### config.mk
export PLATFORM = sky130hd
export DESIGN_NAME = display_command_byte_parser
export DESIGN_NICKNAME = d
export VERILOG_FILES = /design/src/sv/dcbp_pkg.sv /design/src/sv/dcbp_front.sv /design/src/sv/dcbp_queue.sv /design/src/sv/dcbp_back.sv /design/src/sv/display_command_byte_parser.sv
export SDC_FILE = /design/constraint.sdc
export NUM_CORES = 1
export LEC_CHECK = 0
export ABC_AREA = 1
export BUFFER_PORTS_ARGS = -buffer_cell sky130_fd_sc_hd__buf_2
export CORE_MARGIN = 1.5
export CORE_UTILIZATION = 55
export DETAILED_ROUTE_END_ITERATION = 7
export PLACE_DENSITY = 0.78
export SYNTH_ARGS = -nofsm -noshare
export SYNTH_HDL_FRONTEND = slang
export SYNTH_HIERARCHICAL = 1
export SYNTH_SLANG_ARGS = --single-unit
export TNS_END_PERCENT = 50
### constraint.sdc
create_clock -name clk -period 4.4 [get_ports clk]
set_input_delay 0.44 -clock clk [delete_from_list [all_inputs] [get_ports clk]]
set_output_delay 0.44 -clock clk [all_outputs]
set_load 0.05 [all_outputs]
### src/sv/dcbp_pkg.sv
// Shared types, constants and codes of the display command byte parser.
`default_nettype none

package dcbp_pkg;

  localparam int CLEAR_WIDTH_DEF = 16;
  localparam int GLYPH_ROWS_DEF  = 8;
  localparam int MAX_ROWS        = 8;
  localparam int QUEUE_DEPTH     = 4;
  localparam int QPTR_W          = $clog2(QUEUE_DEPTH);
  localparam int CFG_IDX_W       = 3;

  localparam logic [7:0] SPACE_CODE = 8'h20;

  // Configuration register indexes.
  localparam logic [CFG_IDX_W-1:0] CFG_OP_SET_CURSOR   = 3'd0;
  localparam logic [CFG_IDX_W-1:0] CFG_OP_WRITE_RUN    = 3'd1;
  localparam logic [CFG_IDX_W-1:0] CFG_OP_BRIGHTNESS   = 3'd2;
  localparam logic [CFG_IDX_W-1:0] CFG_OP_DEFINE_GLYPH = 3'd3;
  localparam logic [CFG_IDX_W-1:0] CFG_OP_CLEAR_LINE   = 3'd4;

  // Opcode reset values.
  localparam logic [7:0] OP_SET_CURSOR_RST   = 8'd1;
  localparam logic [7:0] OP_WRITE_RUN_RST    = 8'd2;
  localparam logic [7:0] OP_BRIGHTNESS_RST   = 8'd3;
  localparam logic [7:0] OP_DEFINE_GLYPH_RST = 8'd4;
  localparam logic [7:0] OP_CLEAR_LINE_RST   = 8'd5;

  // Result action codes.
  localparam logic [1:0] ACT_PUT_CHAR = 2'd0;
  localparam logic [1:0] ACT_BRIGHT   = 2'd1;
  localparam logic [1:0] ACT_GLYPH    = 2'd2;

  typedef enum logic [2:0] {
    ST_IDLE,
    ST_CURSOR,
    ST_COUNT,
    ST_CHARS,
    ST_BRIGHT,
    ST_GLYPH_ID,
    ST_GLYPH_ROWS,
    ST_CLEAR
  } parse_state_t;

  typedef enum logic [1:0] {
    KIND_PUT,
    KIND_BRIGHT,
    KIND_GLYPH,
    KIND_CLEAR
  } cmd_kind_t;

  // One classified command waiting for the back end.
  typedef struct packed {
    cmd_kind_t   kind;
    logic [7:0]  column;
    logic [7:0]  data;
    logic [63:0] bitmap;
  } cmd_t;

endpackage

`default_nettype wire

### src/sv/dcbp_front.sv
// Front end: opcode registers, byte parser and command classification.
`default_nettype none

module dcbp_front
  import dcbp_pkg::*;
#(
  parameter int CLEAR_WIDTH = CLEAR_WIDTH_DEF,
  parameter int GLYPH_ROWS  = GLYPH_ROWS_DEF
) (
  input  wire logic                 clk,
  input  wire logic                 rst_n,
  input  wire logic                 cfg_we,
  input  wire logic [CFG_IDX_W-1:0] cfg_index,
  input  wire logic [7:0]           cfg_wdata,
  input  wire logic                 in_accept,
  input  wire logic [7:0]           in_rx_byte,
  output logic                      push,
  output cmd_t                      push_cmd
);

  logic [7:0]   op_cursor_r, op_write_r, op_bright_r, op_glyph_r, op_clear_r;
  parse_state_t state_r, state_nxt;
  logic [7:0]   cursor_r, cursor_nxt;
  logic [7:0]   remain_r, remain_nxt;
  logic [7:0]   glyph_id_r, glyph_id_nxt;
  logic [2:0]   row_cnt_r, row_cnt_nxt;
  logic [7:0]   rows_r [MAX_ROWS];
  logic         last_row;
  logic [63:0]  bitmap;

  assign last_row = ({1'b0, row_cnt_r} == 4'(GLYPH_ROWS - 1));

  // The current byte stands in for the row that is being received.
  always_comb begin
    bitmap = '0;
    for (int r = 0; r < MAX_ROWS; r++) begin
      if (r < GLYPH_ROWS) begin
        bitmap[8*r +: 8] = (row_cnt_r == 3'(r)) ? in_rx_byte : rows_r[r];
      end
    end
  end

  always_comb begin
    state_nxt = state_r;
    if (in_accept) begin
      case (state_r)
        ST_IDLE: begin
          if (in_rx_byte == op_cursor_r) begin
            state_nxt = ST_CURSOR;
          end else if (in_rx_byte == op_write_r) begin
            state_nxt = ST_COUNT;
          end else if (in_rx_byte == op_bright_r) begin
            state_nxt = ST_BRIGHT;
          end else if (in_rx_byte == op_glyph_r) begin
            state_nxt = ST_GLYPH_ID;
          end else if (in_rx_byte == op_clear_r) begin
            state_nxt = ST_CLEAR;
          end
        end
        ST_CURSOR:     state_nxt = ST_IDLE;
        ST_COUNT:      state_nxt = ST_CHARS;
        ST_CHARS:      state_nxt = (remain_r == 8'd1) ? ST_IDLE : ST_CHARS;
        ST_BRIGHT:     state_nxt = ST_IDLE;
        ST_GLYPH_ID:   state_nxt = ST_GLYPH_ROWS;
        ST_GLYPH_ROWS: state_nxt = last_row ? ST_IDLE : ST_GLYPH_ROWS;
        ST_CLEAR:      state_nxt = ST_IDLE;
        default:       state_nxt = ST_IDLE;
      endcase
    end
  end

  always_comb begin
    push         = 1'b0;
    push_cmd     = '0;
    cursor_nxt   = cursor_r;
    remain_nxt   = remain_r;
    glyph_id_nxt = glyph_id_r;
    row_cnt_nxt  = row_cnt_r;
    if (in_accept) begin
      case (state_r)
        ST_CURSOR: cursor_nxt = in_rx_byte;
        ST_COUNT:  remain_nxt = in_rx_byte;
        ST_CHARS: begin
          push            = 1'b1;
          push_cmd.kind   = KIND_PUT;
          push_cmd.column = cursor_r;
          push_cmd.data   = in_rx_byte;
          cursor_nxt      = cursor_r + 8'd1;
          remain_nxt      = remain_r - 8'd1;
        end
        ST_BRIGHT: begin
          push          = 1'b1;
          push_cmd.kind = KIND_BRIGHT;
          push_cmd.data = in_rx_byte;
        end
        ST_GLYPH_ID: glyph_id_nxt = in_rx_byte;
        ST_GLYPH_ROWS: begin
          if (last_row) begin
            push            = 1'b1;
            push_cmd.kind   = KIND_GLYPH;
            push_cmd.data   = glyph_id_r;
            push_cmd.bitmap = bitmap;
            row_cnt_nxt     = 3'd0;
          end else begin
            row_cnt_nxt = row_cnt_r + 3'd1;
          end
        end
        ST_CLEAR: begin
          push          = 1'b1;
          push_cmd.kind = KIND_CLEAR;
          cursor_nxt    = 8'(CLEAR_WIDTH);
        end
        default: begin
          push = 1'b0;
        end
      endcase
    end
  end

  always_ff @(posedge clk) begin
    if (!rst_n) begin
      op_cursor_r <= OP_SET_CURSOR_RST;
      op_write_r  <= OP_WRITE_RUN_RST;
      op_bright_r <= OP_BRIGHTNESS_RST;
      op_glyph_r  <= OP_DEFINE_GLYPH_RST;
      op_clear_r  <= OP_CLEAR_LINE_RST;
      state_r     <= ST_IDLE;
      cursor_r    <= 8'd0;
      remain_r    <= 8'd0;
      row_cnt_r   <= 3'd0;
    end else begin
      if (cfg_we) begin
        case (cfg_index)
          CFG_OP_SET_CURSOR:   op_cursor_r <= cfg_wdata;
          CFG_OP_WRITE_RUN:    op_write_r  <= cfg_wdata;
          CFG_OP_BRIGHTNESS:   op_bright_r <= cfg_wdata;
          CFG_OP_DEFINE_GLYPH: op_glyph_r  <= cfg_wdata;
          CFG_OP_CLEAR_LINE:   op_clear_r  <= cfg_wdata;
          default: begin
          end
        endcase
      end
      state_r   <= state_nxt;
      cursor_r  <= cursor_nxt;
      remain_r  <= remain_nxt;
      row_cnt_r <= row_cnt_nxt;
    end
  end

  always_ff @(posedge clk) begin
    glyph_id_r <= glyph_id_nxt;
    if (in_accept && state_r == ST_GLYPH_ROWS) begin
      rows_r[row_cnt_r] <= in_rx_byte;
    end
  end

endmodule

`default_nettype wire

### src/sv/dcbp_queue.sv
// Small command queue between the front end and the back end.
`default_nettype none

module dcbp_queue
  import dcbp_pkg::*;
(
  input  wire logic clk,
  input  wire logic rst_n,
  input  wire logic push,
  input  wire cmd_t push_cmd,
  input  wire logic pop,
  output logic      full,
  output logic      head_valid,
  output cmd_t      head_cmd
);

  cmd_t              entries_r [QUEUE_DEPTH];
  logic [QPTR_W-1:0] wr_ptr_r, rd_ptr_r;
  logic [QPTR_W:0]   count_r;

  assign full       = (count_r == (QPTR_W+1)'(QUEUE_DEPTH));
  assign head_valid = (count_r != '0);
  assign head_cmd   = entries_r[rd_ptr_r];

  always_ff @(posedge clk) begin
    if (!rst_n) begin
      wr_ptr_r <= '0;
      rd_ptr_r <= '0;
      count_r  <= '0;
    end else begin
      if (push) begin
        wr_ptr_r <= wr_ptr_r + 1'b1;
      end
      if (pop) begin
        rd_ptr_r <= rd_ptr_r + 1'b1;
      end
      if (push && !pop) begin
        count_r <= count_r + 1'b1;
      end else if (pop && !push) begin
        count_r <= count_r - 1'b1;
      end
    end
  end

  always_ff @(posedge clk) begin
    if (push) begin
      entries_r[wr_ptr_r] <= push_cmd;
    end
  end

endmodule

`default_nettype wire

### src/sv/dcbp_back.sv
// Back end: expands queued commands into result transactions in an output register.
`default_nettype none

module dcbp_back
  import dcbp_pkg::*;
#(
  parameter int CLEAR_WIDTH = CLEAR_WIDTH_DEF
) (
  input  wire logic        clk,
  input  wire logic        rst_n,
  input  wire logic        head_valid,
  input  wire cmd_t        head_cmd,
  output logic             pop,
  output logic             out_valid,
  input  wire logic        out_ready,
  output logic [1:0]       out_action,
  output logic [7:0]       out_column,
  output logic [7:0]       out_char_code,
  output logic [7:0]       out_brightness_level,
  output logic [7:0]       out_glyph_index,
  output logic [63:0]      out_glyph_bitmap,
  output logic             out_last
);

  localparam int CNT_W = (CLEAR_WIDTH > 1) ? $clog2(CLEAR_WIDTH) : 1;

  logic             valid_r;
  logic [CNT_W-1:0] clr_cnt_r, clr_cnt_nxt;
  logic             load;
  logic             clr_final;
  logic [1:0]       action_nxt, action_r;
  logic [7:0]       column_nxt, column_r;
  logic [7:0]       char_nxt, char_r;
  logic [7:0]       bright_nxt, bright_r;
  logic [7:0]       gid_nxt, gid_r;
  logic [63:0]      bitmap_nxt, bitmap_r;
  logic             last_nxt, last_r;

  assign load      = head_valid && (!valid_r || out_ready);
  assign clr_final = (clr_cnt_r == CNT_W'(CLEAR_WIDTH - 1));

  // A clear command stays at the head until its final space is loaded.
  always_comb begin
    action_nxt  = ACT_PUT_CHAR;
    column_nxt  = 8'd0;
    char_nxt    = 8'd0;
    bright_nxt  = 8'd0;
    gid_nxt     = 8'd0;
    bitmap_nxt  = '0;
    last_nxt    = 1'b1;
    pop         = load;
    clr_cnt_nxt = clr_cnt_r;
    case (head_cmd.kind)
      KIND_PUT: begin
        column_nxt = head_cmd.column;
        char_nxt   = head_cmd.data;
      end
      KIND_BRIGHT: begin
        action_nxt = ACT_BRIGHT;
        bright_nxt = head_cmd.data;
      end
      KIND_GLYPH: begin
        action_nxt = ACT_GLYPH;
        gid_nxt    = head_cmd.data;
        bitmap_nxt = head_cmd.bitmap;
      end
      KIND_CLEAR: begin
        column_nxt = 8'(clr_cnt_r);
        char_nxt   = SPACE_CODE;
        last_nxt   = clr_final;
        pop        = load && clr_final;
        if (load) begin
          clr_cnt_nxt = clr_final ? '0 : clr_cnt_r + 1'b1;
        end
      end
      default: begin
        last_nxt = 1'b1;
      end
    endcase
  end

  always_ff @(posedge clk) begin
    if (!rst_n) begin
      valid_r   <= 1'b0;
      clr_cnt_r <= '0;
    end else begin
      clr_cnt_r <= clr_cnt_nxt;
      if (!valid_r || out_ready) begin
        valid_r <= head_valid;
      end
    end
  end

  always_ff @(posedge clk) begin
    if (load) begin
      action_r <= action_nxt;
      column_r <= column_nxt;
      char_r   <= char_nxt;
      bright_r <= bright_nxt;
      gid_r    <= gid_nxt;
      bitmap_r <= bitmap_nxt;
      last_r   <= last_nxt;
    end
  end

  assign out_valid            = valid_r;
  assign out_action           = action_r;
  assign out_column           = column_r;
  assign out_char_code        = char_r;
  assign out_brightness_level = bright_r;
  assign out_glyph_index      = gid_r;
  assign out_glyph_bitmap     = bitmap_r;
  assign out_last             = last_r;

endmodule

`default_nettype wire

### src/sv/display_command_byte_parser.sv
// Top level of the display command byte parser.
// The parser takes one command byte per cycle while its queue is not full and
// turns it into display actions: put character, set brightness and define
// glyph. The opcodes are the five configuration registers (set cursor, write
// run, brightness, define glyph, clear line); a byte in idle that matches none
// is dropped. Each byte is classified combinationally in the front end; bytes
// that cause results enter a four-entry command queue, and the back end drives
// a registered output, so a result passes through the queue and then the
// output register. A clear line command produces CLEAR_WIDTH put character
// results, one per cycle from the back end's clear counter while the output
// is not stalled; input bytes keep being taken meanwhile until the queue fills.
// out_last marks the final result of each input byte. The column wraps
// modulo 256.
`default_nettype none

module display_command_byte_parser
  import dcbp_pkg::*;
#(
  parameter int CLEAR_WIDTH = CLEAR_WIDTH_DEF,
  parameter int GLYPH_ROWS  = GLYPH_ROWS_DEF
) (
  input  wire logic                 clk,
  input  wire logic                 rst_n,
  input  wire logic                 cfg_we,
  input  wire logic [CFG_IDX_W-1:0] cfg_index,
  input  wire logic [7:0]           cfg_wdata,
  input  wire logic                 in_valid,
  output logic                      in_ready,
  input  wire logic [7:0]           in_rx_byte,
  output logic                      out_valid,
  input  wire logic                 out_ready,
  output logic [1:0]                out_action,
  output logic [7:0]                out_column,
  output logic [7:0]                out_char_code,
  output logic [7:0]                out_brightness_level,
  output logic [7:0]                out_glyph_index,
  output logic [63:0]               out_glyph_bitmap,
  output logic                      out_last
);

  logic in_accept;
  logic push, pop, full, head_valid;
  cmd_t push_cmd, head_cmd;

  assign in_ready  = !full;
  assign in_accept = in_valid && in_ready;

  dcbp_front #(
    .CLEAR_WIDTH(CLEAR_WIDTH),
    .GLYPH_ROWS (GLYPH_ROWS)
  ) u_front (
    .clk       (clk),
    .rst_n     (rst_n),
    .cfg_we    (cfg_we),
    .cfg_index (cfg_index),
    .cfg_wdata (cfg_wdata),
    .in_accept (in_accept),
    .in_rx_byte(in_rx_byte),
    .push      (push),
    .push_cmd  (push_cmd)
  );

  dcbp_queue u_queue (
    .clk       (clk),
    .rst_n     (rst_n),
    .push      (push),
    .push_cmd  (push_cmd),
    .pop       (pop),
    .full      (full),
    .head_valid(head_valid),
    .head_cmd  (head_cmd)
  );

  dcbp_back #(
    .CLEAR_WIDTH(CLEAR_WIDTH)
  ) u_back (
    .clk                 (clk),
    .rst_n               (rst_n),
    .head_valid          (head_valid),
    .head_cmd            (head_cmd),
    .pop                 (pop),
    .out_valid           (out_valid),
    .out_ready           (out_ready),
    .out_action          (out_action),
    .out_column          (out_column),
    .out_char_code       (out_char_code),
    .out_brightness_level(out_brightness_level),
    .out_glyph_index     (out_glyph_index),
    .out_glyph_bitmap    (out_glyph_bitmap),
    .out_last            (out_last)
  );

endmodule

`default_nettype wire

# Word level (Yosys, flattened, before mapping)
# Memories as Yosys holds them, arrays and structs flattened. A register that Yosys moved wholly into a read port is not among the register bits.
# Index checks and enable logic that the tools add are counted.
# classes
add_sub_neg	8
n_mul	0
div	0
magnitude_cmp	0
n_eq_ne	30
shifts	0
n_mux	41
bitwise	0
reduce_logical	33
# ops
op	count
$mux 82	1
$mux 72	1
$mux 64	1
$mux 8	8
$pmux 8 s2	4
$eq 8x8->1	5
$eq 3x3->1 const B	10
$mux 3	9
$pmux 8 s3	1
$reduce_and 2->1	11
$eq 3x2->1 const B	6
$pmux 3 s6	1
$eq 3x1->1 const B	3
$logic_not 3->1	3
$add 8x1->8 const B	1
$eq 8x1->1 const B	1
$mux 2	4
$sub 8x1->8 const B	1
$mux 1	7
$add 3x1->3 const B	2
$logic_and 1x1->1	6
$ne 6x1->1 const B	1
$pmux 2 s3	1
$reduce_bool 3->1	2
other kinds (15)	22
# totals
register_bits	181
latchBits	0
mem_bits_rw	392
romBits	0
in_bits	24
output_inout_bits	101
word_cells	136
n_memories	2
# memory_table
memory	words	width	read_ports	rd_clocked_by_memory_dff	write_ports	line	text
u_queue.entries_r	4	82	1	1	1	dcbp_queue.sv:17	cmd_t entries_r [QUEUE_DEPTH];
u_front.rows_r	8	8	7	0	1	dcbp_front.sv:27	logic [7:0] rows_r [MAX_ROWS];

# Logic depth before layout (Yosys ltp)
# Gate-level depths: netlist of run 1.
# depth
depth_word	8
depth_mapped	19
ltp_nobuf	15

# By module
# The synthesis of run 1 kept the hierarchy.
# modules_own_cells
mod	n_inst	cells_each	area_per_inst_um2	seq_area_each_um2
dcbp_queue	1	852	12700.9	10029.6
dcbp_front	1	936	7019.2	3163.0
dcbp_back	1	359	4164.0	3072.9
display_command_byte_parser	1	3	13.8	0.0

# Worst setup path before layout of run 1
# No wires, ideal clock.
# synth_timing
path_type	register to register
start	reg u_front.row_cnt_r[1]
end	mem u_queue/entries_r[0][0] (netlist bit), enable pin
setup_time_ps	436
arrival_ps	3167
required_ps	3964
slack_ps	797
path_stages_with_launch	9
n_path_buf	0
synth_period_minus_slack_ps	3603
cell_sequence	dfxtp_1 > ha_1 > ha_1 > inv_1 > nor2_2 > inv_1 > a31oi_1 > nand2_1 > inv_1
# synth_via
elab_chain_cells	6
# synth_rtl
item	line	text
from (decl)	dcbp_front.sv:26	logic [2:0] row_cnt_r, row_cnt_nxt;
from (signal assigned)	dcbp_front.sv:146	row_cnt_r <= row_cnt_nxt;
$eq 3x3->1	dcbp_front.sv:31	assign last_row = ({1'b0, row_cnt_r} == 4'(GLYPH_ROWS - 1));
$mux 1	dcbp_front.sv:98	if (last_row) begin
$pmux 1 s2	dcbp_front.sv:80	case (state_r)
$mux 1	dcbp_front.sv:79	if (in_accept) begin
via push	display_command_byte_parser.sv:42	logic push, pop, full, head_valid;
$mux 1	dcbp_queue.sv:46	if (push) begin
$mux 1 (implied by the code)	dcbp_queue.sv:47	entries_r[wr_ptr_r] <= push_cmd;
to (decl)	dcbp_queue.sv:17	
# The timed path passes the listed nets, and every way through them passes these cells.

# Worst setup path after layout of run 1
# layout_timing
start	reg u_front.row_cnt_r[1]
end	mem u_queue/entries_r[2][17] (netlist bit), enable pin
# The elaborated chain is that of the path after synthesis.

==> results of run 1 <==
==> logic make-up after synthesis <==
family	Yosys count
buffers and inverters	341
AOI/OAI and AO/OA	457
xor gates and xnor gates	14
adders and majority gates	22
DFF	567
and+or+nand+nor	749
==> worst register-to-register path, delay by kind of cell, from the launching register on <==
family	cells	cell delay [ns]
and+or+nand+nor	2	0.48
DFF	1	0.40
adders and majority gates	2	0.45
AOI/OAI and AO/OA	1	0.56
buffers and inverters	4	1.12
==> per-stage QoR <==
| step | worst slack [ns] | utilization (%) | std cells | hold slack, ns | cell area [sq um] |
|---|---|---|---|---|---|
| global route | 0.747 | 61.7 | 2866 | 0.156 | 26500 |
| CTS | 1.05 | 61.7 | 2866 | 0.119 | 26500 |
| floorplan | 0.797 | - | 2150 | 0.412 | 23900 |
| global placement | 1.16 | 57.6 | 2762 | 0.428 | 24700 |
| detailed placement | 1.08 | 57.6 | 2762 | 0.432 | 24700 |
| finish | 1.06 | 61.7 | 2866 | 0.147 | 26500 |
==> synthesized netlist by cell type, drive strengths merged (21+ instances only) <==
cell / instances
clkbuf: 40
dfxtp: 76
nand3: 73
edfxtp: 491
nor3: 21
o22ai: 82
inv: 224
buf: 76
nand2: 371
o21ai: 227
ha: 21
nor2: 278
a21oi: 111
==> cell type report <==
class                   count  area [sq um]
well taps                 585           732
fillers                  3240         16400
flip-flops and latches    567         16300
repair buffers            143           838
multi-input cells        1242          6040
inverters                 225           855
clock inverters            28           287
clock buffers              76          1520
==> power by group <==
group	internal [mW]	switching (mW)	leakage (nW)	total [mW]
sequential	6.78	0.279	5.11	7.06
clock	2.71	1.98	0.884	4.69
combinational	1.03	3.84	4.21	4.88
==> metal layers <==
metal / global-route usage (%) / share of wire (%)
met1: 32.4 / 41
met2: 39.6 / 49
met3: 3.99 / 7.7
met4: 8.10 / 2.4
met5: 0 / 0
==> final timing paths <==
kind / depth (start not counted) / slack (ns) / endpoint
setup / recovery: 9 / 1.06 / u_queue/entries_r[2][17]
hold / removal: 3 / 0.15 / u_front/op_bright_r[1]
setup reg to reg: 9 / 1.06 / u_queue/entries_r[2][17]
hold reg to reg: 1 / 0.44 / flop
==> metrics.md, run 1 <==
| Metric | Value |
|---|---|
| Detailed Routing Iterations Pass 1 | `8` |
| Fin crit share | `75.9%` |
| Seq/Total Area, Yosys | `68.1%` |
| CP startpoint | `u_front/row_cnt_r[1]` |
| Num ports | `125` |
| Clk_lat worst skew | `0.61 ns` |
| Synth area leader | `edfxtp_1` |
| Hold WC Path Type | `input port to flop` |
| Area Growth Syn to Fin | `11.1%` |
| Netlist Area Pre-Place | `23900 sq um` |
| Final hold viol count | `0` |
| CP delay by family, top | `buffers and inverters` |
| Rel. slew slack | `19.6%` |
| Critical path class | `flop to flop` |
| Initial DRC Count | `1629` |
| Lkg Pwr | `10.2 nW` |
| Syn_nets | `2196` |
| Chip height | `211 microns` |
| WL final | `53800 microns` |
| RSZ-0062 raised after global routing | `no` |
| Main synth FF type | `edfxtp_1` |
| Critical path's largest stage delay | `0.56 ns` |
| Most frequent cells in the layout | `491 x edfxtp_1, 364 x nand2_1, 269 x nor2_1, 205 x inv_1, 146 x o21ai_0` |
| Crit start category | `flop` |
| Placer Congestion | `0.887` |
| Pwr per Cell Area | `626 nW/um^2` |
| Post_cts resized | `0` |
| Input/output buffers | `124` |
| WL/cell | `18.8 microns` |
| Actual slew at the worst max-slew pin | `1.20 ns` |
| Worst-path clk slew | `0.06 ns` |
| Yosys cell types | `45` |
| Status | `complete, but fails checks` |
| Core ar. | `43000 sq um` |
| Post-synth top area share | `61.7%` |
| Die W | `211 microns` |
| Number of remaining DRC errors | `5` |
| Total grt overflow | `0` |
| GRT Resource Usage Total | `23.9%` |
| Clock tree buffer depth | `3` |
| Number of buffers and inverters on the critical path | `4` |
| Synth Area in Compound Gates | `10.9%` |
| Max Cap Viol | `0` |
| Skew final | `0.0196 ns` |
| DIE AREA | `44700 sq um` |
| VDD IR max | `0.000401 V` |
| Fraction of layout cells with a size suffix above 1 | `12.8%` |
| Slowest cell on the critical path | `a31oi_1` |
| First-pass GRT wire length | `82700 microns` |
| Clock sinks | `567` |
| Reg2reg start | `u_front/row_cnt_r[1]` |
| Most common cell after layout, fill and taps aside | `edfxtp_1` |
| Top post-synthesis cells by area | `edfxtp_1 62%, dfxtp_1 6.4%, nand2_1 5.7%` |
| Initial core utilization | `55.6%` |
| Final setup fails | `0` |
| Initial antenna violation count | `0` |
| Worst EP required | `4.67 ns` |
| Critical Path, Cell by Cell | `ha_1 -> ha_1 -> inv_1 -> nor2_2 -> inv_1 -> a31oi_1 -> nand2_1 -> clkinv_2 -> buf_4` |
| CTS tree | `done` |
| Number of flops mapped to enable cells by yosys | `491` |
| Post-synthesis mux area share | `0%` |
| Root buffer cell | `clkbuf_16` |
| Min-Delay Startpoint | `cfg_wdata[1]` |
| Yosys reg bits | `567` |
| Syn_area_per_cell | `11.1 sq um` |
| Total power | `16.6 mW` |
| Routed vias/inst | `5.62` |
| Fin crit period | `3.34 ns` |
| Num rows | `76` |
| Post-DP HPWL | `31700 microns` |
| WP data arrival | `3.61 ns` |
| Via count | `16100` |
| Max reg flops | `328` |
| Largest net degree at the start of global routing | `103` |
| Post-CTS Setup Bufs | `0` |
| Post-CTS Hold Fix Bufs | `0` |
| FMAX | `299 MHz` |
| Post-synth ARST share | `0%` |
| Setup_tns | `0 ns` |
| Final ANT Viol Nets | `0` |
| Vias in the first global route | `15100` |
| Failing checks | `design-rule violations` |
| Simple-gate portion of the synthesized area | `12.7%` |
| Nets@finish | `2280` |
| YS warnings | `6` |
| Synth Area in XOR/XNOR | `0.513%` |
| Cts bufs inserted | `55` |
| Fin. max-slew vios | `0` |
| Post-Synth Adder-Cell Area | `1.18%` |
| Largest family of logic cells by synthesized area | `simple AND/OR/NAND/NOR gates` |
| Crit end category | `flop` |
| Max FO, Critical Path | `31` |
| H-tree levels | `2` |
| Mapped Cells | `2150` |
| ANT cells | `0` |
| Top reg by flops | `u_queue/entries_r` |
Note: power is estimated with default switching activity, not from simulation.
==> run 2, diff against run 1 <==
- ABC_AREA: 1 -> 0
- clock period: 4.4 -> 3.17 ns (I/O delays scaled with it)
==> run 2 against run 1 <==
Against the previous run: sequential share of layout area grew 1.7 points; via count shrank 22%; critical path type unchanged; the run now ends clean; global-route usage shrank 1.8 points; clock-buffer cell count shrank 10; total power grew 36%; combinational power grew 30%; largest power group unchanged.
==> metrics.md, run 2 <==
| Metric | Value |
|---|---|
| Post-Place Setup Slack | `0.533 ns (was 1.08 ns)` |
| Max reg flops | `328 (unchanged)` |
| Internal power | `15.1 mW (was 10.5 mW)` |
| ANT cells | `0 (unchanged)` |
| Net Switching | `7.51 mW (was 6.10 mW)` |
| Hold path depth | `3 (unchanged)` |
| First-pass GRT wire length | `71300 microns (was 82700 microns)` |
| Layout Utilization | `63.2% (was 61.7%)` |
| Hold WC Path Type | `input port to flop (unchanged)` |
| Synth Area in XOR/XNOR | `1.77% (was 0.513%)` |
| Post-synthesis mux area share | `9.49% (was 0%)` |
| Syn_nets | `1493 (was 2196)` |
| Number of remaining DRC errors | `0 (was 5)` |
| Placer Congestion | `0.813 (was 0.887)` |
| Chip height | `206 microns (was 211 microns)` |
| Max FO, Critical Path | `7 (was 31)` |
| Crit end category | `flop (unchanged)` |
| Final hold viol count | `0 (unchanged)` |
| Top post-synthesis cells by area | `edfxtp_1 65%, mux4_2 8.0%, dfxtp_1 6.7% (was edfxtp_1 62%, dfxtp_1 6.4%, nand2_1 5.7%)` |
| Final ANT Viol Nets | `0 (unchanged)` |
| Placement Cell Area | `24000 sq um (was 24700 sq um)` |
| Total grt overflow | `0 (unchanged)` |
| Post-synth ARST share | `0% (unchanged)` |
| Nets@finish | `1638 (was 2280)` |
| Syn_area_per_cell | `15.7 sq um (was 11.1 sq um)` |
| FILL cells | `2792 (was 3240)` |
| Worst-path clk slew | `0.06 ns (about the same)` |
| Routed vias/inst | `5.81 (was 5.62)` |
| DIE AREA | `42600 sq um (was 44700 sq um)` |
| Mapped Cells | `1447 (was 2150)` |
| Die W | `206 microns (was 211 microns)` |
| Seq/Total Area, Yosys | `71.5% (was 68.1%)` |
| Number of flops mapped to enable cells by yosys | `491 (unchanged)` |
| Netlist Area Pre-Place | `22800 sq um (was 23900 sq um)` |
| Main synth FF type | `edfxtp_1 (unchanged)` |
| PnR worst setup slack | `0.517 ns (was 1.06 ns)` |
| H-tree levels | `2 (unchanged)` |
| Most common cell after layout, fill and taps aside | `edfxtp_1 (unchanged)` |
| Num rows | `74 (was 76)` |
| Clock tree buffer depth | `3 (unchanged)` |
| RSZ-0062 raised after global routing | `no (unchanged)` |
| Via count | `12600 (was 16100)` |
| Post-Synth Adder-Cell Area | `1.24% (was 1.18%)` |
| Fin cells | `2169 (was 2866)` |
| FMAX | `377 MHz (was 299 MHz)` |
| Core ar. | `40800 sq um (was 43000 sq um)` |
| Sequential share of power | `43.0% (was 42.5%)` |
| Post_cts resized | `0 (unchanged)` |
| Yosys reg bits | `567 (unchanged)` |
| Most frequent cells in the layout | `491 x edfxtp_1, 146 x nand2_1, 124 x buf_2, 100 x and2_1, 92 x nor2_1 (was 491 x edfxtp_1, 364 x nand2_1, 269 x nor2_1, 205 x inv_1, 146 x o21ai_0)` |
| Actual slew at the worst max-slew pin | `1.17 ns (was 1.20 ns)` |
| DP Cell Count | `2066 (was 2762)` |
| Largest family of logic cells by synthesized area | `simple AND/OR/NAND/NOR gates (unchanged)` |
| Simple-gate portion of the synthesized area | `9.68% (was 12.7%)` |
| Switching Share | `33.2% (was 36.7%)` |
| Fraction of layout cells with a size suffix above 1 | `21.0% (was 12.8%)` |
| VDD IR max | `0.000505 V (was 0.000401 V)` |
| CTS tree | `done (unchanged)` |
| GRT Resource Usage Total | `22.2% (was 23.9%)` |
| Fin crit period | `2.65 ns (was 3.34 ns)` |
| Top reg by flops | `u_queue/entries_r (unchanged)` |
| Initial DRC Count | `1227 (was 1629)` |
| Post-DP HPWL | `27900 microns (was 31700 microns)` |
| Most frequent cell after synthesis | `edfxtp_1 (unchanged)` |
| Post-synth top cells | `491 x edfxtp_1, 146 x nand2_1, 105 x and2_1 (was 491 x edfxtp_1, 364 x nand2_1, 269 x nor2_1)` |
| Vias in the first global route | `12600 (was 15100)` |
| Pwr per Cell Area | `875 nW/um^2 (was 626 nW/um^2)` |
| Rel. slew slack | `22.1% (was 19.6%)` |
| Fin. max-slew vios | `0 (unchanged)` |
| Post-synth top area share | `64.8% (was 61.7%)` |
| Skew final | `0.0173 ns (was 0.0196 ns)` |
| Input/output buffers | `124 (unchanged)` |
| Clock network fraction of total power | `28.8% (was 28.2%)` |
| Lkg Pwr | `8.52 nW (was 10.2 nW)` |
| Synth area leader | `edfxtp_1 (unchanged)` |
| Initial core utilization | `55.8% (was 55.6%)` |
| Total power | `22.6 mW (was 16.6 mW)` |
| Final instance area | `25800 sq um (was 26500 sq um)` |
| WL final | `46200 microns (was 53800 microns)` |
| FF-to-FF path depth | `11 (was 9)` |
| Final setup fails | `0 (unchanged)` |
| Fin crit share | `83.7% (was 75.9%)` |
| Num ports | `125 (unchanged)` |
| WP data arrival | `3.17 ns (was 3.61 ns)` |
| Status | `finished, final reports clean (was complete, but fails checks)` |
| Max Cap Viol | `0 (unchanged)` |
| Synth Area in Compound Gates | `3.88% (was 10.9%)` |
| Worst EP required | `3.69 ns (was 4.67 ns)` |
| Yosys cell types | `58 (was 45)` |
| Root buffer cell | `clkbuf_16 (unchanged)` |
| Crit start category | `flop (unchanged)` |
| Largest net degree at the start of global routing | `77 (was 103)` |
| Detailed Routing Iterations Pass 1 | `5 (was 8)` |
| Cts bufs inserted | `54 (was 55)` |
| Initial antenna violation count | `0 (unchanged)` |
| YS warnings | `6 (unchanged)` |
| Area Growth Syn to Fin | `13.4% (was 11.1%)` |
| Clk_lat worst skew | `0.61 ns (about the same)` |
| Portion of total power attributed to combinational logic | `28.1% (was 29.3%)` |
| Clock sinks | `567 (unchanged)` |
| WL/cell | `21.3 microns (was 18.8 microns)` |
| Critical path class | `flop to flop (unchanged)` |
## run 2: final timing paths
| check | startpoint | endpoint | slack [ns] |
|---|---|---|---|
| worst max-delay path | u_front/row_cnt_r[1] | u_queue/count_r[2] | 0.52 |
| worst min-delay path | cfg_wdata[5] | u_front/op_write_r[5] | 0.03 |
| worst max register to register | u_front/row_cnt_r[1] | u_queue/count_r[2] | 0.52 |
| worst min register to register | u_front/op_cursor_r[3] | u_front/op_cursor_r[3] | 0.47 |
## run 2: cells by family (layout without fill, tap and decap cells)
group / after synthesis / count (layout)
and+or+nand+nor: 452 / 452
DFF: 567 / 567
buffers and inverters: 98 / 288
xor gates and xnor gates: 46 / 46
adders and majority gates: 22 / 22
muxes: 113 / 113
AOI/OAI and AO/OA: 149 / 149
## run 2: cell type report
| class | count | area (sq um) | share of cell area [%] |
|---|---|---|---|
| flip-flops and latches | 567 | 16300 | 63.0 |
| multi-input cells | 782 | 5950 | 23.0 |
| clock buffers | 66 | 1420 | 5.49 |
| repair buffers | 167 | 1050 | 4.06 |
| well taps | 532 | 666 | 2.58 |
| clock inverters | 35 | 384 | 1.49 |
| inverters | 20 | 75.1 | 0.291 |
## run 2: through the flow
stage | TNS [ns] | hold WS [ns]
after floorplan | -55.31 | 0.416
after global placement | 0 | 0.455
after detailed placement | 0 | 0.460
after CTS | 0 | 0.000787
after global routing | 0 | 0.0204
final | 0 | 0.0325
## run 2: power groups by stage
stage,clock network [mW],logic (mW),registers (mW)
after floorplan,0,2.84,12.1
after global placement,0,6.32,9.85
after detailed placement,0,6.41,9.88
after CTS,6.64,6.44,9.73
after global routing,6.90,6.77,9.81
final,6.51,6.35,9.72
## run 2: per-layer routing
layer	global-route usage [%]	part of all wire, %
met1	29.5	40
met2	36.9	50
met3	3.64	6.8
met4	8.49	3.0
met5	0	0
## run 2: timing repair
item	in CTS	in global routing
endpoints found under the hold margin	5	0
hold buffers	2	0
endpoints found under the setup margin	0	0
buffers inserted	0	0
## run 2: critical path, cell delays in order (launching register included)
cell      delay (ns)
dfxtp_1         0.45
ha_1            0.24
ha_1            0.19
nand2b_1        0.11
a21oi_1         0.07
nor2_1          0.24
ha_1            0.24
inv_1           0.06
fa_1            0.37
xor2_1          0.15
or3_1           0.30
a21boi_0        0.16
